--- src/hdl/svdbs_pkg.sv ---
`timescale 1ns / 1ps
`default_nettype none

package svdbs_pkg;

  localparam int DATA_W = 32;
  localparam int ACC_W  = 64;
  localparam int DIM_W  = 5;

  typedef enum logic [2:0] {
    OP_LOAD_U = 3'd0,
    OP_LOAD_W = 3'd1,
    OP_LOAD_V = 3'd2,
    OP_LOAD_B = 3'd3,
    OP_SOLVE  = 3'd4
  } svdbs_op_e;

  typedef enum logic {
    CFG_ROWS_USED = 1'b0,
    CFG_COLS_USED = 1'b1
  } svdbs_cfg_e;

  typedef enum logic [2:0] {
    ST_IDLE,
    ST_W_RD,
    ST_W_CHK,
    ST_T_MAC,
    ST_T_DIV,
    ST_X_MAC,
    ST_X_OUT
  } svdbs_state_e;

  typedef struct packed {
    logic clr;
    logic vld;
  } mac_ctrl_t;

  typedef struct packed {
    logic                     done;
    logic                     sat;
    logic signed [DATA_W-1:0] q;
  } div_res_t;

endpackage

`default_nettype wire

--- src/hdl/svdbs_mac.sv ---
`timescale 1ns / 1ps
`default_nettype none

module svdbs_mac import svdbs_pkg::*; (
  input  wire logic                     clk_i,
  input  wire logic                     rst_ni,
  input  wire mac_ctrl_t                ctrl_i,
  input  wire logic signed [DATA_W-1:0] a_i,
  input  wire logic signed [DATA_W-1:0] b_i,
  output logic                          busy_o,
  output logic signed [ACC_W-1:0]       acc_o
);

  logic signed [ACC_W-1:0] prod_q;
  logic signed [ACC_W-1:0] acc_q;
  logic                    pv_q;

  always_ff @(posedge clk_i or negedge rst_ni) begin
    if (!rst_ni) begin
      pv_q <= 1'b0;
    end else begin
      pv_q <= ctrl_i.vld;
    end
  end

  always_ff @(posedge clk_i) begin
    prod_q <= ACC_W'(a_i) * ACC_W'(b_i);
    if (ctrl_i.clr) begin
      acc_q <= '0;
    end else if (pv_q) begin
      acc_q <= acc_q + (prod_q >>> 8);
    end
  end

  assign busy_o = pv_q;
  assign acc_o  = acc_q;

endmodule

`default_nettype wire

--- config.mk ---
export PLATFORM = sky130hd
export DESIGN_NAME = svdbs_mac
export DESIGN_NICKNAME = d
export VERILOG_FILES = /design/src/hdl/svdbs_pkg.sv /design/src/hdl/svdbs_mac.sv
export SDC_FILE = /design/constraint.sdc
export NUM_CORES = 2
export LEC_CHECK = 0
export BUFFER_PORTS_ARGS = -buffer_cell sky130_fd_sc_hd__buf_2
export CAP_MARGIN = 10
export CORE_ASPECT_RATIO = 0.7
export CORE_UTILIZATION = 43
export CTS_BUF_LIST = sky130_fd_sc_hd__clkbuf_4 sky130_fd_sc_hd__clkbuf_8
export DETAILED_ROUTE_END_ITERATION = 16
export GPL_TIMING_DRIVEN = 0
export PLACE_DENSITY = 0.7
export SLEW_MARGIN = 20
export SYNTH_ARGS = -nofsm -noshare
export SYNTH_HDL_FRONTEND = slang
export SYNTH_SLANG_ARGS = --single-unit
--- constraint.sdc ---
create_clock -name clk_i -period 4.3 [get_ports clk_i]
set_input_delay 0.645 -clock clk_i [delete_from_list [all_inputs] [get_ports clk_i]]
set_output_delay 0.645 -clock clk_i [all_outputs]
set_load 0.005 [all_outputs]
[Word-level counts from Yosys, hierarchy flattened]
Cells that the tools add are included.
Word-level totals
  register bits after elaboration: 129
  bits of input ports: 68
  output and inout port bits: 65
  word-level logic and storage cells: 5
Cells by class
  $add $sub $neg: 1
  $mul: 1
Operators with widths (count)
  64-bit by 56-bit adder with 64-bit output: 1
  32-bit by 32-bit multiplier with 64-bit output: 1

[Logic depth before layout (Yosys ltp)]
  word-level depth: 1
  mapped depth: 31
  mapped depth without buffers: 29

[Worst setup path after synthesis]
Ideal clock, no wire load.
  path type: input to register
  from: in a_i[31]
  to: reg prod_q[63]
  setup time: 0.072 ns
  arrival time: 7.888 ns
  required time: 4.228 ns
  path slack: -3.660 ns
  stages: 27
  buffers on the path: 1
  path through: clkbuf_1 -> nand2_1 -> inv_1 -> fa_1 -> inv_1 -> fa_1 -> inv_1 -> fa_1 -> fa_1 -> inv_1 -> fa_1 -> inv_1 -> fa_1 -> inv_1 -> fa_1 -> inv_1 -> fa_1 -> ha_1 -> a21o_1 -> a21oi_1 -> o21ai_0 -> nand3b_1 -> o21ai_1 -> o2111ai_1 -> a21o_1 -> a21oi_1 -> xnor2_1
Between the ends
  longest elaborated chain between the ends: 1
Ends and longest elaborated chain
  from (decl): RTL line svdbs_mac.sv:8  | input wire logic signed [DATA_W-1:0] a_i,
  32-bit by 32-bit multiplier with 64-bit output: RTL line svdbs_mac.sv:27  | prod_q <= ACC_W'(a_i) * ACC_W'(b_i);
  to (signal assigned): RTL line svdbs_mac.sv:27
  to (decl): RTL line svdbs_mac.sv:14  | logic signed [ACC_W-1:0] prod_q;
No other way between the ends.
A chain may end at the register's enable or synchronous reset.

[Worst setup path after layout]
  from: in a_i[16]
  to: reg prod_q[63]
Same word-level chain as after synthesis.

==> flow_summary.json <==
{
  "synth_edf_count": 0,
  "coreArea_um2": 98000,
  "ff2ff_setup_slack_ns": 0.37,
  "r2r_end": "acc_o[60]",
  "min_path_type": "in -> reg",
  "cts.sinks": 121,
  "antenna_found_initial": 24,
  "cts-root-buf": "clkbuf_8",
  "overflow": 0,
  "seq_area_frac_synth": 0.0570,
  "cts_htree_levels": 4,
  "status": "complete, but fails checks",
  "antenna_left": 0,
  "stdcell_area_um2": 50700,
  "num_rows": 96,
  "hold_end": "busy_o",
  "maxSlewViolCount": 0,
  "drc": 0,
  "fmax_mhz": 130,
  "final_layout_size_suffix_gt1_frac": 0.160,
  "required_ns": 4.66,
  "synth_nets": 6005,
  "insertion_delay_ns": 0.47,
  "rsz0062_at_grt": "yes",
  "syn2layout_area_growth_pct": 19.0,
  "clkTransAtPathRegs_ns": 0.08,
  "crit_fanout": 10,
  "yosysUniqueCellTypes": 64,
  "dp_hpwl_mm": 130,
  "setup_viol": 55,
  "startpoint_type": "primary input",
  "yosysWarnings": 0,
  "vias": 34000,
  "critPathKind": "in -> reg",
  "yosys-top-cells-area": "fa_1, inv_1, and2_1",
  "fin_worst_skew_ns": 0.0145,
  "dieArea_um2": 100000,
  "fin_crit_sh": 1.79,
  "hold_start": "ctrl_i[0]",
  "ios": 133,
  "post-route-worst-setup-slack_ns": -3.41,
  "io_buffers": 132,
  "gp_congestion": 1.06,
  "ys_ff_latch": 121,
  "yosys.area.top_type": "fa_1",
  "max_cap_viol_count": 0,
  "ys.flop_type": "dfxtp_1",
  "period_needed_ns": 7.71,
  "cts_buffers": 17,
  "synthArstFlopShare": 0.00826,
  "worst_pin_slew_ns": 1.01,
  "worstRegToRegCells": 14,
  "initial_core_util": 0.434,
  "first_iter_violations": 3230,
  "setup.worst_path.end_class": "flop",
  "syn_inst": 4612,
  "grt_max_degree": 26,
  "die_y_um": 265,
  "hold_viol_final": 0,
  "synth_area_um2": 42600,
  "grt_usage": 0.325,
  "worst_hold_path.num_cells": 1,
  "via_per_inst": 5.43,
  "wl_per_cell_um": 25.6,
  "dpl_cell_area_um2": 45700,
  "dieWidth_um": 378,
  "synth_area_per_cell_um2": 9.23,
  "drt-total-wl_mm": 160,
  "grt_pass1_vias": 35100,
  "clk_path_buf_depth": 2,
  "r2r_start": "acc_o[0]",
  "grt_first_pass_wirelength_mm": 234,
  "finish.net_count": 6309,
  "dr.pass1.iters": 5,
  "cts_tree": "done",
  "relSlewSlack": 0.329,
  "arrival_ns": 8.07,
  "synth.top_cell.area_share": 0.509,
  "violations": "negative setup slack"
}
==> critical path: stages <==
cell	delay [ns]
buf_6	0.12
clkbuf_8	0.24
nand2_1	0.09
fa_1	0.53
fa_1	0.44
fa_1	0.50
fa_1	0.57
inv_2	0.04
fa_1	0.55
fa_1	0.45
fa_1	0.50
inv_1	0.05
fa_2	0.57
inv_2	0.06
ha_4	0.27
nand4_1	0.17
nor3b_2	0.28
nand4_1	0.15
o21ai_2	0.27
o211ai_1	0.13
buf_4	0.18
a311oi_2	0.20
buf_4	0.18
o21ai_4	0.07
o2111ai_2	0.20
a21o_1	0.21
a21oi_4	0.09
xnor2_4	0.28
==> routing by layer <==
layer | routed length [um] | GRT usage | part of all wire
met1 | 64400 | 0.456 | 0.40
met2 | 66700 | 0.469 | 0.42
met3 | 21500 | 0.103 | 0.13
met4 | 7530 | 0.118 | 0.047
met5 | 11 | 0 | 0.000069
==> logic make-up (layout without fill, tap and decap cells) <==
kind of cell	Yosys count	count (layout)	share of synthesized area
simple gates	1346	1346	0.156
fa+ha+maj	1325	1325	0.580
buf+inv	1271	1588	0.112
compound gates	382	382	0.0590
flops	121	121	0.0570
xor+xnor	117	117	0.0241
mux	50	50	0.0118
other cells	0	11	0
==> synthesized netlist by cell type, drive strengths merged, types with 6 or more instances <==
cell type and n:
nor3 14, inv 1030, nor2 144, nand4 26, fa 1082, xnor2 81, ha 243, o21a 11
a211oi 15, nand2 562, and3 9, a21o 82, o211ai 8, a31oi 17, o21bai 19, nor2b 13
and4 6, buf 7, a21oi 116, a31o 6, nor3b 6, nand3 29, clkbuf 234, xor2 36
and2 504, nand2b 18, dfxtp 120, mux2i 48, or3 6, o21ai 70
==> cells in the final DEF, fill, tap and decap left out, types with 71 or more instances in the layout <==
cell,synthesis,final
fa_1,1082,1031
inv_1,1030,999
nand2_1,562,548
and2_1,504,485
ha_1,243,208
nor2_1,144,129
buf_4,0,128
dfxtp_1,120,120
buf_2,1,107
a21oi_1,115,89
a21o_1,82,82
xnor2_1,81,71
==> through the flow <==
stage	util	hold slack (ns)	worst slack, ns	instances	setup TNS [ns]
detailed placement	0.466	0.421	-5.41	6067	-208.51
finish	0.517	0.283	-3.41	6263	-142.63
CTS	0.507	0.257	-3.45	6209	-135.05
global route	0.517	0.249	-3.64	6253	-150.54
floorplan	-	0.349	-3.22	4612	-125.03
global placement	0.466	0.419	-5.41	6067	-207.94
==> layout make-up <==
class	count	area [um^2]
Antenna cell	11	27.5
Timing Repair Buffer	293	2420
Multi-Input combinational cell	3220	36700
Fill cell	9083	47300
Buffer	233	3140
Tap cell	1323	1660
Inverter	1030	3880
Sequential cell	121	2430
Clock inverter	14	184
Clock buffer	18	248
==> state kept, by name, indices dropped and copies added, names as in the netlist <==
signal / count
acc_o: 64
busy_o: 1
prod_q: 56
==> repair_timing <==
action | 4_1_cts | 5_1_grt
hold buffers | 1 | 0
hold endpoints to repair | 1 | 0
setup buffers | 111 | 52
pin swaps | 122 | 108
setup endpoints to repair | 57 | 57
resized for setup | 611 | 199
cloned | 2 | 0
==> worst max path at each step <==
stage / slack (ns) / end / from / cells after the start
floorplan: -3.22 / prod_q[63] / a_i[31] / 27
global placement: -5.41 / prod_q[63] / a_i[13] / 29
detailed placement: -5.41 / prod_q[63] / a_i[13] / 29
CTS: -3.45 / prod_q[63] / a_i[11] / 32
global route: -3.64 / prod_q[63] / a_i[12] / 29
finish: -3.41 / prod_q[63] / a_i[16] / 28
Power is not shown: default switching activity piles up to over one toggle a cycle in this logic, so the estimate is an artifact.
