[config.mk]
export PLATFORM = sky130hd
export DESIGN_NAME = svdbs_div
export DESIGN_NICKNAME = d
export VERILOG_FILES = /design/src/hdl/svdbs_pkg.sv /design/src/hdl/svdbs_div.sv
export SDC_FILE = /design/constraint.sdc
export NUM_CORES = 1
export LEC_CHECK = 0
export ABC_AREA = 1
export BUFFER_PORTS_ARGS = -buffer_cell sky130_fd_sc_hd__buf_4
export CAP_MARGIN = 20
export CORE_ASPECT_RATIO = 0.5
export CORE_UTILIZATION = 40
export DETAILED_ROUTE_END_ITERATION = 8
export PLACE_DENSITY = 0.62
export SLEW_MARGIN = 5
export SYNTH_ARGS = -nofsm -noshare
export SYNTH_HDL_FRONTEND = slang
export SYNTH_SLANG_ARGS = --single-unit
[constraint.sdc]
create_clock -name clk_i -period 4.74 [get_ports clk_i]
set_input_delay 0.237 -clock clk_i [delete_from_list [all_inputs] [get_ports clk_i]]
set_output_delay 0.237 -clock clk_i [all_outputs]
set_load 0.05 [all_outputs]
[src/hdl/svdbs_pkg.sv]
`timescale 1ns / 1ps
`default_nettype none

package svdbs_pkg;

  localparam int DATA_W = 32;
  localparam int ACC_W  = 64;
  localparam int DIM_W  = 5;

  typedef enum logic [2:0] {
    OP_LOAD_U = 3'd0,
    OP_LOAD_W = 3'd1,
    OP_LOAD_V = 3'd2,
    OP_LOAD_B = 3'd3,
    OP_SOLVE  = 3'd4
  } svdbs_op_e;

  typedef enum logic {
    CFG_ROWS_USED = 1'b0,
    CFG_COLS_USED = 1'b1
  } svdbs_cfg_e;

  typedef enum logic [2:0] {
    ST_IDLE,
    ST_W_RD,
    ST_W_CHK,
    ST_T_MAC,
    ST_T_DIV,
    ST_X_MAC,
    ST_X_OUT
  } svdbs_state_e;

  typedef struct packed {
    logic clr;
    logic vld;
  } mac_ctrl_t;

  typedef struct packed {
    logic                     done;
    logic                     sat;
    logic signed [DATA_W-1:0] q;
  } div_res_t;

endpackage

`default_nettype wire

[src/hdl/svdbs_div.sv]
`timescale 1ns / 1ps
`default_nettype none

module svdbs_div import svdbs_pkg::*; (
  input  wire logic                     clk_i,
  input  wire logic                     rst_ni,
  input  wire logic                     start_i,
  input  wire logic signed [ACC_W-1:0]  num_i,
  input  wire logic signed [DATA_W-1:0] den_i,
  output div_res_t                      res_o
);

  logic              busy_q, fin_q, done_q;
  logic [4:0]        cnt_q;
  logic [31:0]       r_q, dl_q, ud_q, qm_q;
  logic              neg_q, sat_q;
  logic [31:0]       res_q;

  logic [ACC_W-1:0]  un;
  logic [31:0]       ud;
  logic              neg, ovf;
  logic [32:0]       rs;
  logic              ge;
  logic [31:0]       limit, mag;

  always_comb begin
    neg   = num_i[ACC_W-1] ^ den_i[DATA_W-1];
    un    = num_i[ACC_W-1] ? ACC_W'(-num_i) : ACC_W'(num_i);
    ud    = den_i[DATA_W-1] ? 32'(-den_i) : 32'(den_i);
    ovf   = un[63:24] >= {8'd0, ud};
    rs    = {r_q, dl_q[31]};
    ge    = rs >= {1'b0, ud_q};
    limit = neg_q ? 32'h8000_0000 : 32'h7FFF_FFFF;
    mag   = (qm_q > limit) ? limit : qm_q;
  end

  always_ff @(posedge clk_i or negedge rst_ni) begin
    if (!rst_ni) begin
      busy_q <= 1'b0;
      fin_q  <= 1'b0;
      done_q <= 1'b0;
      cnt_q  <= '0;
    end else begin
      done_q <= 1'b0;
      fin_q  <= 1'b0;
      if (start_i) begin
        cnt_q <= '0;
        if (ovf) begin
          done_q <= 1'b1;
        end else begin
          busy_q <= 1'b1;
        end
      end else if (busy_q) begin
        cnt_q <= cnt_q + 5'd1;
        if (cnt_q == 5'd31) begin
          busy_q <= 1'b0;
          fin_q  <= 1'b1;
        end
      end
      if (fin_q) begin
        done_q <= 1'b1;
      end
    end
  end

  always_ff @(posedge clk_i) begin
    if (start_i) begin
      neg_q <= neg;
      ud_q  <= ud;
      r_q   <= un[55:24];
      dl_q  <= {un[23:0], 8'd0};
      qm_q  <= '0;
      if (ovf) begin
        res_q <= neg ? 32'h8000_0000 : 32'h7FFF_FFFF;
        sat_q <= 1'b1;
      end
    end else if (busy_q) begin
      r_q  <= ge ? 32'(rs - {1'b0, ud_q}) : rs[31:0];
      dl_q <= {dl_q[30:0], 1'b0};
      qm_q <= {qm_q[30:0], ge};
    end else if (fin_q) begin
      res_q <= neg_q ? 32'(-mag) : mag;
      sat_q <= qm_q > limit;
    end
  end

  assign res_o.done = done_q;
  assign res_o.sat  = sat_q;
  assign res_o.q    = res_q;

endmodule

`default_nettype wire

Yosys cells after proc, flatten, opt, wreduce, memory -nomap -nowiden
Index checks and enable logic that the tools add are counted.
{"block": "word_totals", "regBits": 162, "in_bits": 99, "elab_cells": 58}
{"block": "classes", "n_addsub": 5, "order_cmp": 3, "n_eq_ne": 4, "n_mux": 31, "n_bitwise": 1, "reduce_logical": 3}
{"op": "32-bit 2-to-1 mux", "n": 14}
{"op": "64-bit 2-to-1 mux", "n": 1}
{"op": "32-bit negation", "n": 2}
{"op": "64-bit negation", "n": 1}
{"op": "40-bit by 32-bit greater-or-equal comparator with 1-bit output", "n": 1}
{"op": "33-bit by 32-bit greater-or-equal comparator with 1-bit output", "n": 1}
{"op": "32-bit greater-than comparator", "n": 1}
{"op": "32-bit subtractor", "n": 1}
{"op": "1-bit 2-to-1 mux", "n": 14}
{"op": "5-bit 2-to-1 mux", "n": 2}
{"op": "5-bit by 1-bit adder with 5-bit output (second input constant)", "n": 1}
{"op": "5-bit equality test (second input constant)", "n": 1}
{"op": "2-bit != test (second input constant)", "n": 2}
{"op": "2-bit nonzero test", "n": 2}
{"op": "3-bit AND reduction", "n": 1}
{"op": "2-bit by 1-bit != test with 1-bit output (second input constant)", "n": 1}
{"op": "1-bit XOR", "n": 1}

Longest topological paths before layout
{"block": "depth", "ltp_word": 8, "depth_mapped": 31, "depth_no_buf": 30}

Worst setup path after synthesis
OpenSTA, ideal clock, no wires.
{"block": "synth_path", "path_type": "input -> register", "start": "input den_i[3]", "end": "register res_q[0] (enable)", "setup_ns": 0.427, "t_arrival_ns": 3.946, "slack_ns": 0.367, "stages": 22, "path_cell_list": "nor2_1 -> nand4_1 -> or2_1 -> nand3b_1 -> nor3_2 -> nand4_1 -> nand3b_4 -> nor2_1 -> nand2_1 -> nand2_1 -> xor2_1 -> inv_1 -> ha_1 -> nand4_1 -> or3_1 -> a21oi_1 -> nor4_1 -> nand2_1 -> nand2_1 -> nand3_1 -> nand2_1 -> o21ai_1"}
{"block": "synth_via", "elab_chain_cells": 5}
{"element": "start: declaration", "line": "svdbs_div.sv:9", "source": "input wire logic signed [DATA_W-1:0] den_i,"}
{"element": "32-bit negation", "line": "svdbs_div.sv:29", "source": "ud = den_i[DATA_W-1] ? 32'(-den_i) : 32'(den_i);"}
{"element": "32-bit 2-to-1 mux", "line": "svdbs_div.sv:29"}
{"element": "net ud[23]", "line": "svdbs_div.sv:20", "source": "logic [31:0] ud;"}
{"element": "40-bit by 32-bit greater-or-equal comparator with 1-bit output", "line": "svdbs_div.sv:30", "source": "ovf = un[63:24] >= {8'd0, ud};"}
{"element": "2-bit by 1-bit != test with 1-bit output (no line)"}
{"element": "3-bit AND reduction (no line)"}
{"element": "end signal: assignment", "line": "svdbs_div.sv:74", "source": "res_q <= neg ? 32'h8000_0000 : 32'h7FFF_FFFF;"}
{"element": "end signal: assignment", "line": "svdbs_div.sv:82", "source": "res_q <= neg_q ? 32'(-mag) : mag;"}
{"element": "end: declaration", "line": "svdbs_div.sv:17", "source": "logic [31:0] res_q;"}
The timed path passes the listed nets, and every way through them passes these cells.
A chain may end at the register's enable or synchronous reset.

Final worst setup path
{"block": "layout_path", "start": "input den_i[0]", "end": "register res_q[10] (enable)"}
The elaborated chain is that of the path after synthesis.

==> flow_summary.json <==
{
  "postPlaceCellArea_sq_um": 14810,
  "synth_ff_type": "edfxtp_1",
  "async_flop_share_pct": 4.938,
  "fmax_ghz": 0.2314,
  "rows": 46,
  "yosysTopAreaCellShare_pct": 27.30,
  "nets": 2141,
  "pwr_density_cell_nw_per_um2": 297.0,
  "netlist_top_cells_area": "edfxtp_1 (27%), nand2_1 (12%), ha_1 (9.4%), inv_1 (7.5%), o21ai_0 (5.4%)",
  "ys_warn_count": 0,
  "hold_class": "input pin to register",
  "met2_length_um": 17250,
  "die_w_um": 261.0,
  "hold_path_depth": 3,
  "maxSlewViolCount": 0,
  "htreeDepth": 4,
  "cts-root-buf": "clkbuf_16",
  "dr.max_layer_used": "met4",
  "core-area_sq_um": 32350,
  "cts_buffers": 17,
  "wl_per_cell_um": 15.70,
  "min_from": "num_i[0]",
  "finalSetupTns_ns": 0,
  "ys_seq_area_share_pct": 33.56,
  "grt_pass1_vias": 11330,
  "port_buffers": 132,
  "fillers": 3294,
  "cp.required_ns": 4.95,
  "dpl.hpwl_um": 29410,
  "fin_worst_skew_ns": 0.01599,
  "syn_nets": 2027,
  "finalHoldViolations": 0,
  "period_minus_slack_ns": 4.322,
  "leakagePower_nw": 7.422,
  "status": "finished, final reports clean",
  "dr_wl_met3_um": 1302,
  "clock_latency_ns": 0.46,
  "start_util_pct": 41.49,
  "vdd_drop_max_v": 0.0002551,
  "grt_start_max_net_pins": 86,
  "tightest_slew_ns": 0.9060,
  "grt_usage_pct": 22.09,
  "r2r_cells": 23,
  "wirelength_um": 37440,
  "p_total_mw": 4.596,
  "drt-met1-wl_um": 17780,
  "fp.dieH_um": 131.5,
  "gp_congestion": 0.9108,
  "crit_arrival_ns": 4.53,
  "firstDrtPassIters": 5,
  "num_antenna_cells": 0,
  "grt_setup_unrepaired": "no",
  "grt_pass1_wl_um": 59640,
  "drive_gt1_share_pct": 12.49,
  "cts_buffer_depth": 2,
  "fin_area_sq_um": 15480,
  "drtIter0Drc": 838,
  "start_kind": "input pin",
  "finalCritPeriodShare_pct": 91.18,
  "ff2ff_setup_slack_ns": 0.94,
  "synth-edff-count": 122,
  "die-area_sq_um": 34330,
  "whs_endpoint": "dl_q[8]$_SDFFCE_PN0P_",
  "r2r-end": "res_q[18]$_DFFE_PP_",
  "antenna_found_initial": 0,
  "syn_to_final_growth_pct": 15.32,
  "slew-limit-headroom_pct": 39.60,
  "reg2reg_from": "neg_q$_DFFE_PP_",
  "vias_per_cell": 5.075,
  "ant_nets": 0,
  "postSynthRegisterBits": 162,
  "setup_violations": 0,
  "pin_count": 133,
  "criticalPathCategory": "input pin to register",
  "grt-ovfl-total": 0,
  "syn_inst": 1826,
  "cts_tree": "done",
  "worstPathMaxFanout": 19,
  "synth.avg_cell_area_sq_um": 7.350,
  "synthDistinctLibCells": 58,
  "via_count": 12100,
  "critPathCaptureType": "register",
  "drv_cap": 0,
  "clock_sinks": 162,
  "syn_area_sq_um": 13420,
  "yosys.area.top_type": "edfxtp_1",
  "clkTransAtPathRegs_ns": 0.07,
  "drc": 0
}
-- metrics by stage --
stage               worst slack, ns  std cells  hold slack [ns]  utilization (%)
global route                0.02111       2385          0.06196            47.85
global placement             0.2156       2347          0.06583            45.80
detailed placement           0.2047       2347          0.06545            45.80
floorplan                    0.3667       1826         -0.05859                -
finish                       0.4180       2385          0.04593            47.85
CTS                          0.1367       2381          0.02208            47.59
-- worst max-delay path: stages --
cell and delay (ns):
dlygate4sd3_1 0.54, buf_4 0.15, inv_1 0.07, nand4_1 0.11, or2_1 0.23, nand3b_1 0.22, nor3_2 0.25, nand4_1 0.14
nand3b_4 0.21, nor2_4 0.13, nand2_1 0.06, nand2_1 0.09, o21ai_0 0.11, xor2_1 0.29, inv_1 0.08, ha_1 0.31
nand3_1 0.09, a31oi_1 0.10, a2111oi_2 0.23, nand2_1 0.09, nor2_1 0.09, nand3b_1 0.08, nor2_1 0.11, nand3_1 0.13
nand2_2 0.12, o21ai_4 0.09, buf_16 0.18
-- routing by layer --
metal  global-route usage (%)  vias to the layer above
li1                         -                     6313
met1                    29.81                     5488
met5                        0                        -
met2                    35.47                      246
met3                    3.511                       57
met4                    8.140                        0
-- cell usage after synthesis (5+ instances only) --
cell,number
nor2_2,9
buf_4,6
nand4_1,42
o211ai_1,7
o21ai_0,146
xor2_1,79
a21oi_1,73
nor2_1,159
nor3_1,25
nor4_1,13
dfxtp_1,32
o21a_1,7
xnor2_1,33
clkbuf_1,34
a31oi_1,10
o22ai_1,30
nand3b_1,14
nand3_1,85
buf_2,9
o31ai_1,11
ha_1,101
dfrtp_1,8
nand2_1,416
o21ai_1,8
edfxtp_1,122
inv_1,267
inv_2,5
nand2_2,18
o21ai_2,7
-- how the worst max path moves through the flow --
stage	slack (ns)	from	depth (start not counted)	end
after floorplan	0.37	den_i[3]	22	res_q[0]$_DFFE_PP_
after global placement	0.22	den_i[3]	25	res_q[5]$_DFFE_PP_
after detailed placement	0.20	den_i[3]	26	res_q[5]$_DFFE_PP_
after CTS	0.14	den_i[0]	27	res_q[27]$_DFFE_PP_
after global routing	0.02	den_i[0]	28	res_q[16]$_DFFE_PP_
final	0.42	den_i[0]	27	res_q[10]$_DFFE_PP_
-- sequential cells by signal, summed over array words and instances (netlist names) --
register / count
cnt_q: 5
qm_q: 32
done_q: 1
dl_q: 24
r_q: 32
ud_q: 32
busy_q: 1
res_q: 32
fin_q: 1
neg_q: 1
sat_q: 1
-- cells by family (layout without fill, tap and decap cells) --
logic type                 after synthesis  in the layout  share of synthesized area [%]
and+or+nand+nor                        800            800                          26.12
buffers and inverters                  329            456                          9.677
AOI/OAI and AO/OA                      321            321                          13.76
DFF                                    162            162                          33.56
xor gates and xnor gates               112            112                          7.309
adders and majority gates              102            102                          9.566
-- power by group --
part / switching [mW] / total [mW] / internal (mW)
combinational: 0.958 / 1.51 / 0.553
clock: 0.626 / 1.35 / 0.725
sequential: 0.0480 / 1.73 / 1.69
-- what timing repair did --
item                                   in CTS  in global routing
resized for setup                           0                  6
hold buffers                                2                  0
setup endpoints to repair                   0                 33
endpoints found under the hold margin       9                  0
setup buffers                               0                  3
-- cell type report --
cell class / count / area (sq um) / share of cell area [%]
Sequential cell: 162 / 4504 / 29.11
Multi-Input combinational cell: 1335 / 7660 / 49.49
Clock inverter: 15 / 133.9 / 0.8651
Inverter: 272 / 1021 / 6.597
Tap cell: 432 / 540.5 / 3.493
Timing Repair Buffer: 152 / 1191 / 7.697
Clock buffer: 17 / 425.4 / 2.749
-- cells in the final DEF (no fill, tap or decap), types with 10 or more instances in the layout --
master     netlist  final
a21oi_1         73     73
nand2_2         18     20
o31ai_1         11     11
clkbuf_16        0     17
nand3_1         85     85
a31oi_1         10     10
nor3_1          25     24
inv_1          267    267
edfxtp_1       122    122
buf_4            6    147
nand4_1         42     42
dfxtp_1         32     32
xnor2_1         33     33
xor2_1          79     79
nor4_1          13     13
o21ai_0        146    146
nand3b_1        14     14
o22ai_1         30     30
nor2_1         159    158
nand2_1        416    413
ha_1           101    101
Power figures use the tool's default switching activity.
